--- config.mk ---
export PLATFORM = sky130hd
export DESIGN_NAME = signed_int_to_decimal_ascii_top
export DESIGN_NICKNAME = d
export VERILOG_FILES = /design/src/rtl/sidtoa_pkg.sv /design/src/rtl/sidtoa_negate.sv /design/src/rtl/sidtoa_dabble_stage.sv /design/src/rtl/sidtoa_count.sv /design/src/rtl/sidtoa_emit.sv /design/src/rtl/signed_int_to_decimal_ascii_top.sv
export SDC_FILE = /design/constraint.sdc
export NUM_CORES = 1
export LEC_CHECK = 0
export BUFFER_PORTS_ARGS = -buffer_cell sky130_fd_sc_hd__buf_4
export CORE_ASPECT_RATIO = 0.75
export CORE_MARGIN = 3
export CORE_UTILIZATION = 55
export CTS_CLUSTER_SIZE = 40
export DETAILED_ROUTE_END_ITERATION = 10
export PLACE_DENSITY = 0.75
export SLEW_MARGIN = 20
export SYNTH_ARGS = -nofsm -noshare
export SYNTH_HDL_FRONTEND = slang
export SYNTH_SLANG_ARGS = --single-unit
--- constraint.sdc ---
create_clock -name clk -period 18.8 [get_ports clk]
set_input_delay 3.76 -clock clk [delete_from_list [all_inputs] [get_ports clk]]
set_output_delay 3.76 -clock clk [all_outputs]
set_load 0.005 [all_outputs]
--- src/rtl/sidtoa_pkg.sv ---
`default_nettype none
// ----------------------------------------------------------------------------
// sidtoa_pkg
// Shared constants and elaboration-time helpers for the signed integer to
// decimal ASCII converter.
// ----------------------------------------------------------------------------
package sidtoa_pkg;

    localparam int DEFAULT_VALUE_WIDTH = 32;

    // Number of magnitude bits handled by one double-dabble stage.
    localparam int DABBLE_BITS = 8;

    localparam logic [7:0] ASCII_ZERO  = 8'd48;
    localparam logic [7:0] ASCII_MINUS = 8'd45;

    // log10(2) scaled by LOG_SCALE, used to size the digit store.
    localparam int LOG2_OF_TEN_NUM = 30103;
    localparam int LOG_SCALE       = 100000;

    // Decimal digits needed for a magnitude of up to 2**(width-1).
    function automatic int num_digits(input int width);
        return ((width - 1) * LOG2_OF_TEN_NUM) / LOG_SCALE + 1;
    endfunction

    // Double-dabble stages needed to cover a magnitude of width bits.
    function automatic int num_stages(input int width);
        return (width + DABBLE_BITS - 1) / DABBLE_BITS;
    endfunction

endpackage
`default_nettype wire

--- src/rtl/sidtoa_negate.sv ---
`default_nettype none
// ----------------------------------------------------------------------------
// sidtoa_negate
// First pipeline stage: splits the signed input into a sign flag and an
// unsigned magnitude, zero-padded to the double-dabble width.
// ----------------------------------------------------------------------------
module sidtoa_negate
    import sidtoa_pkg::*;
#(
    parameter int VALUE_WIDTH = DEFAULT_VALUE_WIDTH,
    parameter int MAG_WIDTH   = DABBLE_BITS * num_stages(DEFAULT_VALUE_WIDTH)
)
(
    input  wire logic                          clk,
    input  wire logic                          rst_n,
    input  wire logic                          in_valid,
    output logic                               in_ready,
    input  wire logic signed [VALUE_WIDTH-1:0] in_value,
    output logic                               out_valid,
    input  wire logic                          out_ready,
    output logic                               out_negative,
    output logic [MAG_WIDTH-1:0]               out_mag
);

    logic                   valid_reg;
    logic                   negative_reg;
    logic [MAG_WIDTH-1:0]   mag_reg;
    logic [VALUE_WIDTH-1:0] raw;
    logic [MAG_WIDTH-1:0]   mag_next;

    assign in_ready     = !valid_reg || out_ready;
    assign out_valid    = valid_reg;
    assign out_negative = negative_reg;
    assign out_mag      = mag_reg;

    // The most negative value negates to 2**(VALUE_WIDTH-1), which still fits
    // as an unsigned number of VALUE_WIDTH bits.
    always_comb
    begin
        raw      = $unsigned(in_value);
        mag_next = '0;
        mag_next[VALUE_WIDTH-1:0] = raw[VALUE_WIDTH-1] ? (~raw + 1'b1) : raw;
    end

    always_ff @(posedge clk or negedge rst_n)
    begin
        if (!rst_n)
        begin
            valid_reg <= 1'b0;
        end
        else if (in_ready)
        begin
            valid_reg <= in_valid;
        end
    end

    always_ff @(posedge clk)
    begin
        if (in_valid && in_ready)
        begin
            negative_reg <= in_value[VALUE_WIDTH-1];
            mag_reg      <= mag_next;
        end
    end

endmodule
`default_nettype wire

--- src/rtl/sidtoa_dabble_stage.sv ---
`default_nettype none
// ----------------------------------------------------------------------------
// sidtoa_dabble_stage
// One registered double-dabble stage: shifts DABBLE_BITS magnitude bits,
// most significant first, into the packed BCD digits.
// ----------------------------------------------------------------------------
module sidtoa_dabble_stage
    import sidtoa_pkg::*;
#(
    parameter int NUM_DIGITS = num_digits(DEFAULT_VALUE_WIDTH),
    parameter int MAG_WIDTH  = DABBLE_BITS * num_stages(DEFAULT_VALUE_WIDTH)
)
(
    input  wire logic                      clk,
    input  wire logic                      rst_n,
    input  wire logic                      in_valid,
    output logic                           in_ready,
    input  wire logic                      in_negative,
    input  wire logic [4*NUM_DIGITS-1:0]   in_bcd,
    input  wire logic [MAG_WIDTH-1:0]      in_bin,
    output logic                           out_valid,
    input  wire logic                      out_ready,
    output logic                           out_negative,
    output logic [4*NUM_DIGITS-1:0]        out_bcd,
    output logic [MAG_WIDTH-1:0]           out_bin
);

    localparam int BCD_WIDTH = 4 * NUM_DIGITS;

    logic                 valid_reg;
    logic                 negative_reg;
    logic [BCD_WIDTH-1:0] bcd_reg;
    logic [MAG_WIDTH-1:0] bin_reg;
    logic [BCD_WIDTH-1:0] bcd_next;
    logic [MAG_WIDTH-1:0] bin_next;

    assign in_ready     = !valid_reg || out_ready;
    assign out_valid    = valid_reg;
    assign out_negative = negative_reg;
    assign out_bcd      = bcd_reg;
    assign out_bin      = bin_reg;

    // Each step adds three to every digit of five or more, then shifts the
    // whole BCD and binary word left by one.
    always_comb
    begin
        bcd_next = in_bcd;
        bin_next = in_bin;
        for (int s = 0; s < DABBLE_BITS; s++)
        begin
            for (int d = 0; d < NUM_DIGITS; d++)
            begin
                if (bcd_next[d*4 +: 4] >= 4'd5)
                begin
                    bcd_next[d*4 +: 4] = bcd_next[d*4 +: 4] + 4'd3;
                end
            end
            {bcd_next, bin_next} = {bcd_next[BCD_WIDTH-2:0], bin_next, 1'b0};
        end
    end

    always_ff @(posedge clk or negedge rst_n)
    begin
        if (!rst_n)
        begin
            valid_reg <= 1'b0;
        end
        else if (in_ready)
        begin
            valid_reg <= in_valid;
        end
    end

    always_ff @(posedge clk)
    begin
        if (in_valid && in_ready)
        begin
            negative_reg <= in_negative;
            bcd_reg      <= bcd_next;
            bin_reg      <= bin_next;
        end
    end

endmodule
`default_nettype wire

--- src/rtl/sidtoa_count.sv ---
`default_nettype none
// ----------------------------------------------------------------------------
// sidtoa_count
// Finds the most significant nonzero digit, so that the output stage can
// skip leading zeros. A zero value keeps one digit.
// ----------------------------------------------------------------------------
module sidtoa_count
    import sidtoa_pkg::*;
#(
    parameter int NUM_DIGITS = num_digits(DEFAULT_VALUE_WIDTH),
    parameter int IDX_WIDTH  = $clog2(num_digits(DEFAULT_VALUE_WIDTH))
)
(
    input  wire logic                    clk,
    input  wire logic                    rst_n,
    input  wire logic                    in_valid,
    output logic                         in_ready,
    input  wire logic                    in_negative,
    input  wire logic [4*NUM_DIGITS-1:0] in_bcd,
    output logic                         out_valid,
    input  wire logic                    out_ready,
    output logic                         out_negative,
    output logic [4*NUM_DIGITS-1:0]      out_bcd,
    output logic [IDX_WIDTH-1:0]         out_top
);

    logic                      valid_reg;
    logic                      negative_reg;
    logic [4*NUM_DIGITS-1:0]   bcd_reg;
    logic [IDX_WIDTH-1:0]      top_reg;
    logic [IDX_WIDTH-1:0]      top_next;

    assign in_ready     = !valid_reg || out_ready;
    assign out_valid    = valid_reg;
    assign out_negative = negative_reg;
    assign out_bcd      = bcd_reg;
    assign out_top      = top_reg;

    always_comb
    begin
        top_next = '0;
        for (int d = 1; d < NUM_DIGITS; d++)
        begin
            if (in_bcd[d*4 +: 4] != 4'd0)
            begin
                top_next = IDX_WIDTH'(d);
            end
        end
    end

    always_ff @(posedge clk or negedge rst_n)
    begin
        if (!rst_n)
        begin
            valid_reg <= 1'b0;
        end
        else if (in_ready)
        begin
            valid_reg <= in_valid;
        end
    end

    always_ff @(posedge clk)
    begin
        if (in_valid && in_ready)
        begin
            negative_reg <= in_negative;
            bcd_reg      <= in_bcd;
            top_reg      <= top_next;
        end
    end

endmodule
`default_nettype wire

--- src/rtl/sidtoa_emit.sv ---
`default_nettype none
// ----------------------------------------------------------------------------
// sidtoa_emit
// Output register and character sequencer: sends the optional minus sign,
// then the digits from the most significant nonzero one down to digit 0.
// ----------------------------------------------------------------------------
module sidtoa_emit
    import sidtoa_pkg::*;
#(
    parameter int NUM_DIGITS = num_digits(DEFAULT_VALUE_WIDTH),
    parameter int IDX_WIDTH  = $clog2(num_digits(DEFAULT_VALUE_WIDTH))
)
(
    input  wire logic                    clk,
    input  wire logic                    rst_n,
    input  wire logic                    in_valid,
    output logic                         in_ready,
    input  wire logic                    in_negative,
    input  wire logic [4*NUM_DIGITS-1:0] in_bcd,
    input  wire logic [IDX_WIDTH-1:0]    in_top,
    output logic                         out_valid,
    input  wire logic                    out_ready,
    output logic [7:0]                   character,
    output logic                         last
);

    logic                        busy_reg;
    logic                        busy_next;
    logic                        sign_reg;
    logic                        sign_next;
    logic [IDX_WIDTH-1:0]        idx_reg;
    logic [IDX_WIDTH-1:0]        idx_next;
    logic [NUM_DIGITS-1:0][3:0]  digits_reg;
    logic                        load;
    logic                        fire;

    assign last      = !sign_reg && (idx_reg == '0);
    assign out_valid = busy_reg;
    assign character = sign_reg ? ASCII_MINUS : (ASCII_ZERO + {4'd0, digits_reg[idx_reg]});

    // A new number loads in the same cycle that the final character of the
    // previous one is taken, so characters leave back to back.
    assign in_ready = !busy_reg || (out_ready && last);
    assign load     = in_valid && in_ready;
    assign fire     = busy_reg && out_ready;

    always_comb
    begin
        busy_next = busy_reg;
        sign_next = sign_reg;
        idx_next  = idx_reg;
        if (fire)
        begin
            if (sign_reg)
            begin
                sign_next = 1'b0;
            end
            else if (idx_reg != '0)
            begin
                idx_next = idx_reg - 1'b1;
            end
            else
            begin
                busy_next = 1'b0;
            end
        end
        if (load)
        begin
            busy_next = 1'b1;
            sign_next = in_negative;
            idx_next  = in_top;
        end
    end

    always_ff @(posedge clk or negedge rst_n)
    begin
        if (!rst_n)
        begin
            busy_reg <= 1'b0;
            sign_reg <= 1'b0;
            idx_reg  <= '0;
        end
        else
        begin
            busy_reg <= busy_next;
            sign_reg <= sign_next;
            idx_reg  <= idx_next;
        end
    end

    always_ff @(posedge clk)
    begin
        if (load)
        begin
            digits_reg <= in_bcd;
        end
    end

endmodule
`default_nettype wire

--- src/rtl/signed_int_to_decimal_ascii_top.sv ---
`default_nettype none
// ----------------------------------------------------------------------------
// signed_int_to_decimal_ascii_top
// Converts a signed integer to its decimal ASCII text, one character per
// transaction, most significant first, with last on the final character.
// ----------------------------------------------------------------------------
//   Channel | Handshake          | Payload
//   --------+--------------------+------------------------------------------
//   input   | in_valid/in_ready  | value [VALUE_WIDTH-1:0], signed
//   output  | out_valid/out_ready| character [7:0], last
//
// A number occupies the output sequencer for one transaction per character:
// 1 to 11 characters at 32 bits (digits plus an optional sign). Characters of
// successive numbers leave back to back. The input passes through one negate
// stage, one double-dabble stage per 8 magnitude bits, one digit-count stage
// and the output register before its first character is valid. Reset clears
// only valid and sequencer state; a stall on the output holds every stage
// that holds a number in place.
// ----------------------------------------------------------------------------
module signed_int_to_decimal_ascii_top
    import sidtoa_pkg::*;
#(
    parameter int VALUE_WIDTH = DEFAULT_VALUE_WIDTH
)
(
    input  wire logic                          clk,
    input  wire logic                          rst_n,
    input  wire logic                          in_valid,
    output logic                               in_ready,
    input  wire logic signed [VALUE_WIDTH-1:0] value,
    output logic                               out_valid,
    input  wire logic                          out_ready,
    output logic [7:0]                         character,
    output logic                               last
);

    localparam int NUM_DIGITS = num_digits(VALUE_WIDTH);
    localparam int NUM_STAGES = num_stages(VALUE_WIDTH);
    localparam int MAG_WIDTH  = DABBLE_BITS * NUM_STAGES;
    localparam int BCD_WIDTH  = 4 * NUM_DIGITS;
    localparam int IDX_WIDTH  = $clog2(NUM_DIGITS);

    logic                 stg_valid    [NUM_STAGES+1];
    logic                 stg_ready    [NUM_STAGES+1];
    logic                 stg_negative [NUM_STAGES+1];
    logic [BCD_WIDTH-1:0] stg_bcd      [NUM_STAGES+1];
    logic [MAG_WIDTH-1:0] stg_bin      [NUM_STAGES];

    logic                 cnt_valid;
    logic                 cnt_ready;
    logic                 cnt_negative;
    logic [BCD_WIDTH-1:0] cnt_bcd;
    logic [IDX_WIDTH-1:0] cnt_top;

    assign stg_bcd[0] = '0;

    sidtoa_negate #(
        .VALUE_WIDTH (VALUE_WIDTH),
        .MAG_WIDTH   (MAG_WIDTH)
    ) u_negate (
        .clk          (clk),
        .rst_n        (rst_n),
        .in_valid     (in_valid),
        .in_ready     (in_ready),
        .in_value     (value),
        .out_valid    (stg_valid[0]),
        .out_ready    (stg_ready[0]),
        .out_negative (stg_negative[0]),
        .out_mag      (stg_bin[0])
    );

    for (genvar k = 0; k < NUM_STAGES; k++)
    begin : g_dabble
        if (k < NUM_STAGES - 1)
        begin : g_mid
            sidtoa_dabble_stage #(
                .NUM_DIGITS (NUM_DIGITS),
                .MAG_WIDTH  (MAG_WIDTH)
            ) u_stage (
                .clk          (clk),
                .rst_n        (rst_n),
                .in_valid     (stg_valid[k]),
                .in_ready     (stg_ready[k]),
                .in_negative  (stg_negative[k]),
                .in_bcd       (stg_bcd[k]),
                .in_bin       (stg_bin[k]),
                .out_valid    (stg_valid[k+1]),
                .out_ready    (stg_ready[k+1]),
                .out_negative (stg_negative[k+1]),
                .out_bcd      (stg_bcd[k+1]),
                .out_bin      (stg_bin[k+1])
            );
        end
        else
        begin : g_final
            // All magnitude bits are consumed here; the shifted-out word is
            // not needed further down.
            sidtoa_dabble_stage #(
                .NUM_DIGITS (NUM_DIGITS),
                .MAG_WIDTH  (MAG_WIDTH)
            ) u_stage (
                .clk          (clk),
                .rst_n        (rst_n),
                .in_valid     (stg_valid[k]),
                .in_ready     (stg_ready[k]),
                .in_negative  (stg_negative[k]),
                .in_bcd       (stg_bcd[k]),
                .in_bin       (stg_bin[k]),
                .out_valid    (stg_valid[k+1]),
                .out_ready    (stg_ready[k+1]),
                .out_negative (stg_negative[k+1]),
                .out_bcd      (stg_bcd[k+1]),
                .out_bin      ()
            );
        end
    end

    sidtoa_count #(
        .NUM_DIGITS (NUM_DIGITS),
        .IDX_WIDTH  (IDX_WIDTH)
    ) u_count (
        .clk          (clk),
        .rst_n        (rst_n),
        .in_valid     (stg_valid[NUM_STAGES]),
        .in_ready     (stg_ready[NUM_STAGES]),
        .in_negative  (stg_negative[NUM_STAGES]),
        .in_bcd       (stg_bcd[NUM_STAGES]),
        .out_valid    (cnt_valid),
        .out_ready    (cnt_ready),
        .out_negative (cnt_negative),
        .out_bcd      (cnt_bcd),
        .out_top      (cnt_top)
    );

    sidtoa_emit #(
        .NUM_DIGITS (NUM_DIGITS),
        .IDX_WIDTH  (IDX_WIDTH)
    ) u_emit (
        .clk         (clk),
        .rst_n       (rst_n),
        .in_valid    (cnt_valid),
        .in_ready    (cnt_ready),
        .in_negative (cnt_negative),
        .in_bcd      (cnt_bcd),
        .in_top      (cnt_top),
        .out_valid   (out_valid),
        .out_ready   (out_ready),
        .character   (character),
        .last        (last)
    );

    // Every character sent is a minus sign or a decimal digit.
    assert property (@(posedge clk) disable iff (!rst_n)
        out_valid |-> (character == ASCII_MINUS) ||
                      ((character >= ASCII_ZERO) && (character <= ASCII_ZERO + 8'd9)))
        else $error("character outside sign and digit codes");

    // A minus sign is never the final character of a number.
    assert property (@(posedge clk) disable iff (!rst_n)
        (out_valid && (character == ASCII_MINUS)) |-> !last)
        else $error("minus sign flagged as last");

    // A minus sign only opens a number: it never follows a non-final character.
    assert property (@(posedge clk) disable iff (!rst_n)
        ($past(out_valid && out_ready && !last) && out_valid) |-> (character != ASCII_MINUS))
        else $error("minus sign inside a number");

    // The first digit after a sign is never a leading zero.
    assert property (@(posedge clk) disable iff (!rst_n)
        ($past(out_valid && out_ready && (character == ASCII_MINUS)) && out_valid)
            |-> (character != ASCII_ZERO))
        else $error("leading zero after minus sign");

endmodule
`default_nettype wire
==> results of run 1 <==
-- how the worst max path moves through the flow --
stage                    from        to  slack (ns)  cells past startpoint
finish              out_ready  in_ready        9.38                      6
global route        out_ready  in_ready        9.37                      6
CTS                 out_ready  in_ready        9.15                      6
detailed placement  out_ready  in_ready        9.15                      6
global placement    out_ready  in_ready        9.19                      6
floorplan           out_ready  in_ready       10.45                      4
-- cell type report --
type	instances	area, um^2
Clock buffer	36	772
Clock inverter	18	185
Fill cell	4278	20900
Inverter	227	858
Multi-Input combinational cell	2728	19500
Sequential cell	284	8470
Tap cell	703	880
Timing Repair Buffer	52	390
-- worst max-delay path, delay by kind of cell --
family	cells	cell delay, ns
buffers and inverters	2	0.34
AOI/OAI and AO/OA	1	0.61
and+or+nand+nor	3	0.94
-- kinds of logic (layout without fill, tap and decap cells) --
logic type               after synthesis  in the layout  share of synthesized area [%]
multiplexers                         159            159                           6.37
other                                  2              3                         0.0257
AO/OA/AOI/OAI                       1179           1179                           29.4
AND/OR/NAND/NOR                     1072           1072                           18.7
adder cells (fa/ha/maj)              153            153                           6.52
XOR/XNOR                             162            162                           5.77
flip-flops                           284            284                           29.0
buffers and inverters                309            333                           4.23
-- cell usage after synthesis (37+ instances only) --
| library cell | n | area share (%) |
|---|---|---|
| nand2_1 | 273 | 3.5 |
| edfxtp_1 | 272 | 28 |
| nor2_1 | 252 | 3.2 |
| a21oi_1 | 230 | 3.9 |
| o21ai_0 | 214 | 3.7 |
| inv_1 | 198 | 2.5 |
| ha_1 | 147 | 6.3 |
| xnor2_1 | 109 | 3.3 |
| nand3_1 | 100 | 1.7 |
| mux2i_1 | 81 | 2.8 |
| nor3_1 | 81 | 1.4 |
| nand2b_1 | 68 | 1.5 |
| mux2_2 | 50 | 1.9 |
| a21o_1 | 49 | 1.3 |
| o211ai_1 | 49 | 1.3 |
| clkbuf_1 | 45 | 0.58 |
| o21a_1 | 45 | 1.2 |
| o21ai_1 | 45 | 0.77 |
| a31oi_1 | 43 | 0.92 |
| o22ai_1 | 40 | 0.86 |
| and2_1 | 37 | 0.79 |
-- per-stage QoR --
| step | area, um^2 | hold slack (ns) |
|---|---|---|
| detailed placement | 30100 | 0.405 |
| CTS | 31100 | 0.416 |
| finish | 31100 | 0.415 |
| global placement | 30100 | 0.401 |
| floorplan | 29200 | 0.400 |
| global route | 31100 | 0.420 |
-- metal layers --
layer	vias to the layer above	wire length [um]
met4	0	805
met5	-	0
li1	12600	-
met1	11800	29400
met3	62	2510
met2	657	28100
-- layout by cell type (no fill, tap or decap), drive strengths merged, types with 17 or more instances in the layout --
cell,Yosys,final
a211o,21,21
a211oi,54,54
a21boi,25,25
a21o,50,50
a21oi,258,258
a221oi,17,17
a22oi,22,22
a31oi,54,54
and2,40,40
and3,20,20
buf,35,52
clkbuf,47,36
edfxtp,272,272
ha,147,147
inv,223,229
mux2,57,57
mux2i,94,94
nand2,275,275
nand2b,71,71
nand3,101,101
nand3b,18,18
nand4,19,19
nor2,259,259
nor2b,32,32
nor3,84,84
nor3b,18,18
o211ai,53,53
o21a,45,45
o21ai,272,272
o21bai,26,26
o22ai,45,45
o31ai,28,28
or2,46,46
or3,39,39
xnor2,132,132
xor2,29,29
==> results.tsv, run 1 <==
metric	value	unit
crit_slowest_cell	a21boi_1	
setup_viol	0	
critical_path_class	primary input to output port	
die_area	55900	um^2
cap_violations	0	
ant_nets	0	
hold-path-endpoint	u_emit.digits_reg[4]	
whs_path_depth	0	
grt-busiest-layer	met2	
pre_cts_slack	9.15	ns
cts_resized	0	
crit_required	15.04	ns
grt_usage	20.9	%
slew_violations	0	
synth_cells	3320	
arrival	5.66	ns
die_h	205	um
fin_ws	9.38	ns
critPathMostFrequentCell	buf_4	
setup.worst_path.end_class	output port	
antenna_cells	0	
largest_reg_flops	62	
fin_skew	0.0148	ns
root_buffer	clkbuf_16	
met1_usage	29.5	%
stdcell_count	4048	
cts_buffers	29	
hp-start	u_count.out_bcd[4]	
cts_tree	built	
grt_pass1_wl	104	mm
core	52000	um^2
dp_cells	3994	
drc	0	
synth.distinct_cells	155	
post_cts.repair.setup_buffers	0	
regToRegEndpoint	g_dabble[3].g_final.u_stage.out_bcd[24]	
clk_latency	0.58	ns
ff2ff_path_depth	29	
drt_iter0_markers	1811	
reg2reg_from	g_dabble[2].g_mid.u_stage.out_bcd[16]	
avgSynthCellArea	8.79	um^2
rsz0062_at_grt	false	
cts_buffer_depth	3	
synth_edf_count	272	
die_w	272	um
vias_per_cell	6.22	
slew-limit-headroom	30.8	%
ys_warn_count	0	
hold_viol_final	0	
grt_start_max_net_pins	51	
path_max_fanout	5	
initial_utilization	56.1	%
layout-drive-gt1-share	13.4	%
netlist_area	29200	um^2
fin_util	59.8	%
rows	72	
cts.htree.levels	1	
min_period	9.42	ns
max_clock_freq	106	MHz
crit_path_cell_trace	buf_4 > a21boi_1 > nand3_1 > nor2_1 > nand4_1 > buf_4	
wire_per_inst	15.0	um
synth_seq_cells	284	
grt-ovfl-total	0	
antenna_found_initial	0	
area_growth	6.50	%
hold_buffers	0	
dr_total_vias	25200	
cts.reportedPaths.clkPinSlew	0.06	ns
synth_ff_type	edfxtp_1	
timing.final.crit_share	50.1	%
drt-total-wl	60.7	mm
io_pins	47	
worstSetupStartpointType	primary input	
tns	0	ns
grtUsageMet2	35.7	%
nNetsFinal	3505	
clock-sinks	284	
ys_seq_area_share	29.0	%
portBuffers	43	
grt_pass1_vias	22800	
max_stage_delay	0.61	ns
tightest_slew	1.04	ns
hold_class	flop to flop	
async_flop_share	4.23	%
grtUsageMet3	1.89	%
r2r_slack	11.35	ns
gp_congestion	0.854	
first_pass_iters	7	
hpwl	46.2	mm
run_status	completed	
Power of run 1 is left out: the tool's default activity adds up to more than one toggle a clock period on the data nets, which glitch-free logic cannot reach.
==> run 2, diff against run 1 <==
==> constraint.sdc (replaced) <==
create_clock -name clk -period 8.7 [get_ports clk]
set_input_delay 1.74 -clock clk [delete_from_list [all_inputs] [get_ports clk]]
set_output_delay 1.74 -clock clk [all_outputs]
set_load 0.005 [all_outputs]
==> results.tsv, run 2 (synthesis results as in run 1) <==
metric	value	unit
run_status	completed	
crit_required	9.03	ns
grt-ovfl-total	0	
grt_start_max_net_pins	51	
hold_viol_final	0	
tightest_slew	1.10	ns
cts_tree	built	
timing.final.crit_share	85.4	%
hold_class	flop to flop	
hold_buffers	0	
critPathMostFrequentCell	ha_1	
path_max_fanout	8	
cts_buffers	31	
nNetsFinal	3508	
io_pins	47	
antenna_cells	0	
clk_latency	0.59	ns
grt_pass1_vias	23200	
die_area	55900	um^2
placedInstanceArea	30100	um^2
die_w	272	um
antenna_found_initial	0	
fin_skew	0.0155	ns
drt_iter0_markers	2049	
portBuffers	43	
tns	0	ns
rows	72	
cts_buffer_depth	3	
slew_violations	0	
first_pass_iters	6	
root_buffer	clkbuf_16	
clock-sinks	284	
pre_cts_slack	1.38	ns
drc	0	
cap_violations	0	
core	52000	um^2
slew-limit-headroom	24.6	%
crit_slowest_cell	a221oi_2	
drt-total-wl	61.8	mm
hpwl	46.3	mm
wire_per_inst	15.3	um
arrival	7.76	ns
post_cts.repair.setup_buffers	0	
cts.reportedPaths.clkPinSlew	0.07	ns
largest_reg_flops	62	
cts_resized	0	
stdcell_area	31100	um^2
max_clock_freq	135	MHz
setup_viol	0	
setup.worst_path.end_class	flop	
rsz0062_at_grt	false	
dr_total_vias	25100	
critical_path_class	flop to flop	
cts.htree.levels	1	
vias_per_cell	6.19	
grt_pass1_wl	105	mm
layout-drive-gt1-share	13.4	%
layout_common_cells	nand2_1 (273), edfxtp_1 (272), nor2_1 (252)	
area_growth	6.60	%
final_common_cell	nand2_1	
min_period	7.43	ns
fin_ws	1.27	ns
ant_nets	0	
grt_usage	21.2	%
gp_congestion	0.842	
max_stage_delay	0.51	ns
worstSetupStartpointType	flop	
die_h	205	um
initial_utilization	56.1	%
-- run 2: cell types whose count changed in the layout (fill, tap and decap cells not counted) --
cell,previous run,this run
a2111oi_0,9,10
a2111oi_1,1,0
a21boi_0,14,15
a21boi_1,10,9
buf_4,52,53
bufinv_16,2,1
clkbuf_1,5,7
clkbuf_16,29,31
clkinv_1,4,6
clkinv_2,7,3
clkinv_4,2,4
inv_16,1,0
inv_6,4,5
-- run 2: final cells by class --
type | count | area (um^2)
sequential | 284 | 8470
clock inverter | 17 | 149
multi-input combinational | 2728 | 19500
clock buffer | 40 | 830
timing repair buffer | 53 | 398
fill | 4279 | 20900
inverter | 227 | 858
tap | 703 | 880
-- run 2: critical path, delay by kind of cell, from the launching register on --
family          cells  cell delay, ns
simple gates        1            0.16
mux                 2            0.68
flops               1            0.47
buf+inv             4            0.64
xor+xnor            1            0.08
compound gates     13            3.25
fa+ha+maj           7            1.86
-- run 2: layer usage --
layer / part of all wire, % / vias to the layer above / GRT usage, %
li1: - / 12700 / -
met1: 48 / 11700 / 29.6
met3: 4.1 / 86 / 2.37
met2: 46 / 609 / 36.0
met5: 0 / - / 0
met4: 1.5 / 0 / 4.19
-- run 2: worst paths after layout --
path,startpoint,end,slack (ns),depth (start not counted)
min in group asynchronous,rst_n,u_emit.idx_reg[3],1.01,1
max in group asynchronous,rst_n,g_dabble[1].g_mid.u_stage.out_valid,7.50,1
setup / recovery,g_dabble[2].g_mid.u_stage.out_bcd[16],g_dabble[3].g_final.u_stage.out_bcd[20],1.27,28
hold reg to reg,g_dabble[0].g_mid.u_stage.out_bin[11],g_dabble[1].g_mid.u_stage.out_bin[19],0.41,0
setup reg to reg,g_dabble[2].g_mid.u_stage.out_bcd[16],g_dabble[3].g_final.u_stage.out_bcd[20],1.27,28
hold / removal,g_dabble[0].g_mid.u_stage.out_bin[11],g_dabble[1].g_mid.u_stage.out_bin[19],0.41,0
-- run 2: metrics by stage --
step	utilization (%)	instances	hold WS (ns)
6_report	59.8	4052	0.414
5_1_grt	59.8	4052	0.422
4_1_cts	59.8	4052	0.417
3_5_place_dp	57.9	3995	0.405
3_3_place_gp	57.9	3995	0.401
2_1_floorplan	-	3321	0.400
Power of run 2 is left out for the same reason.
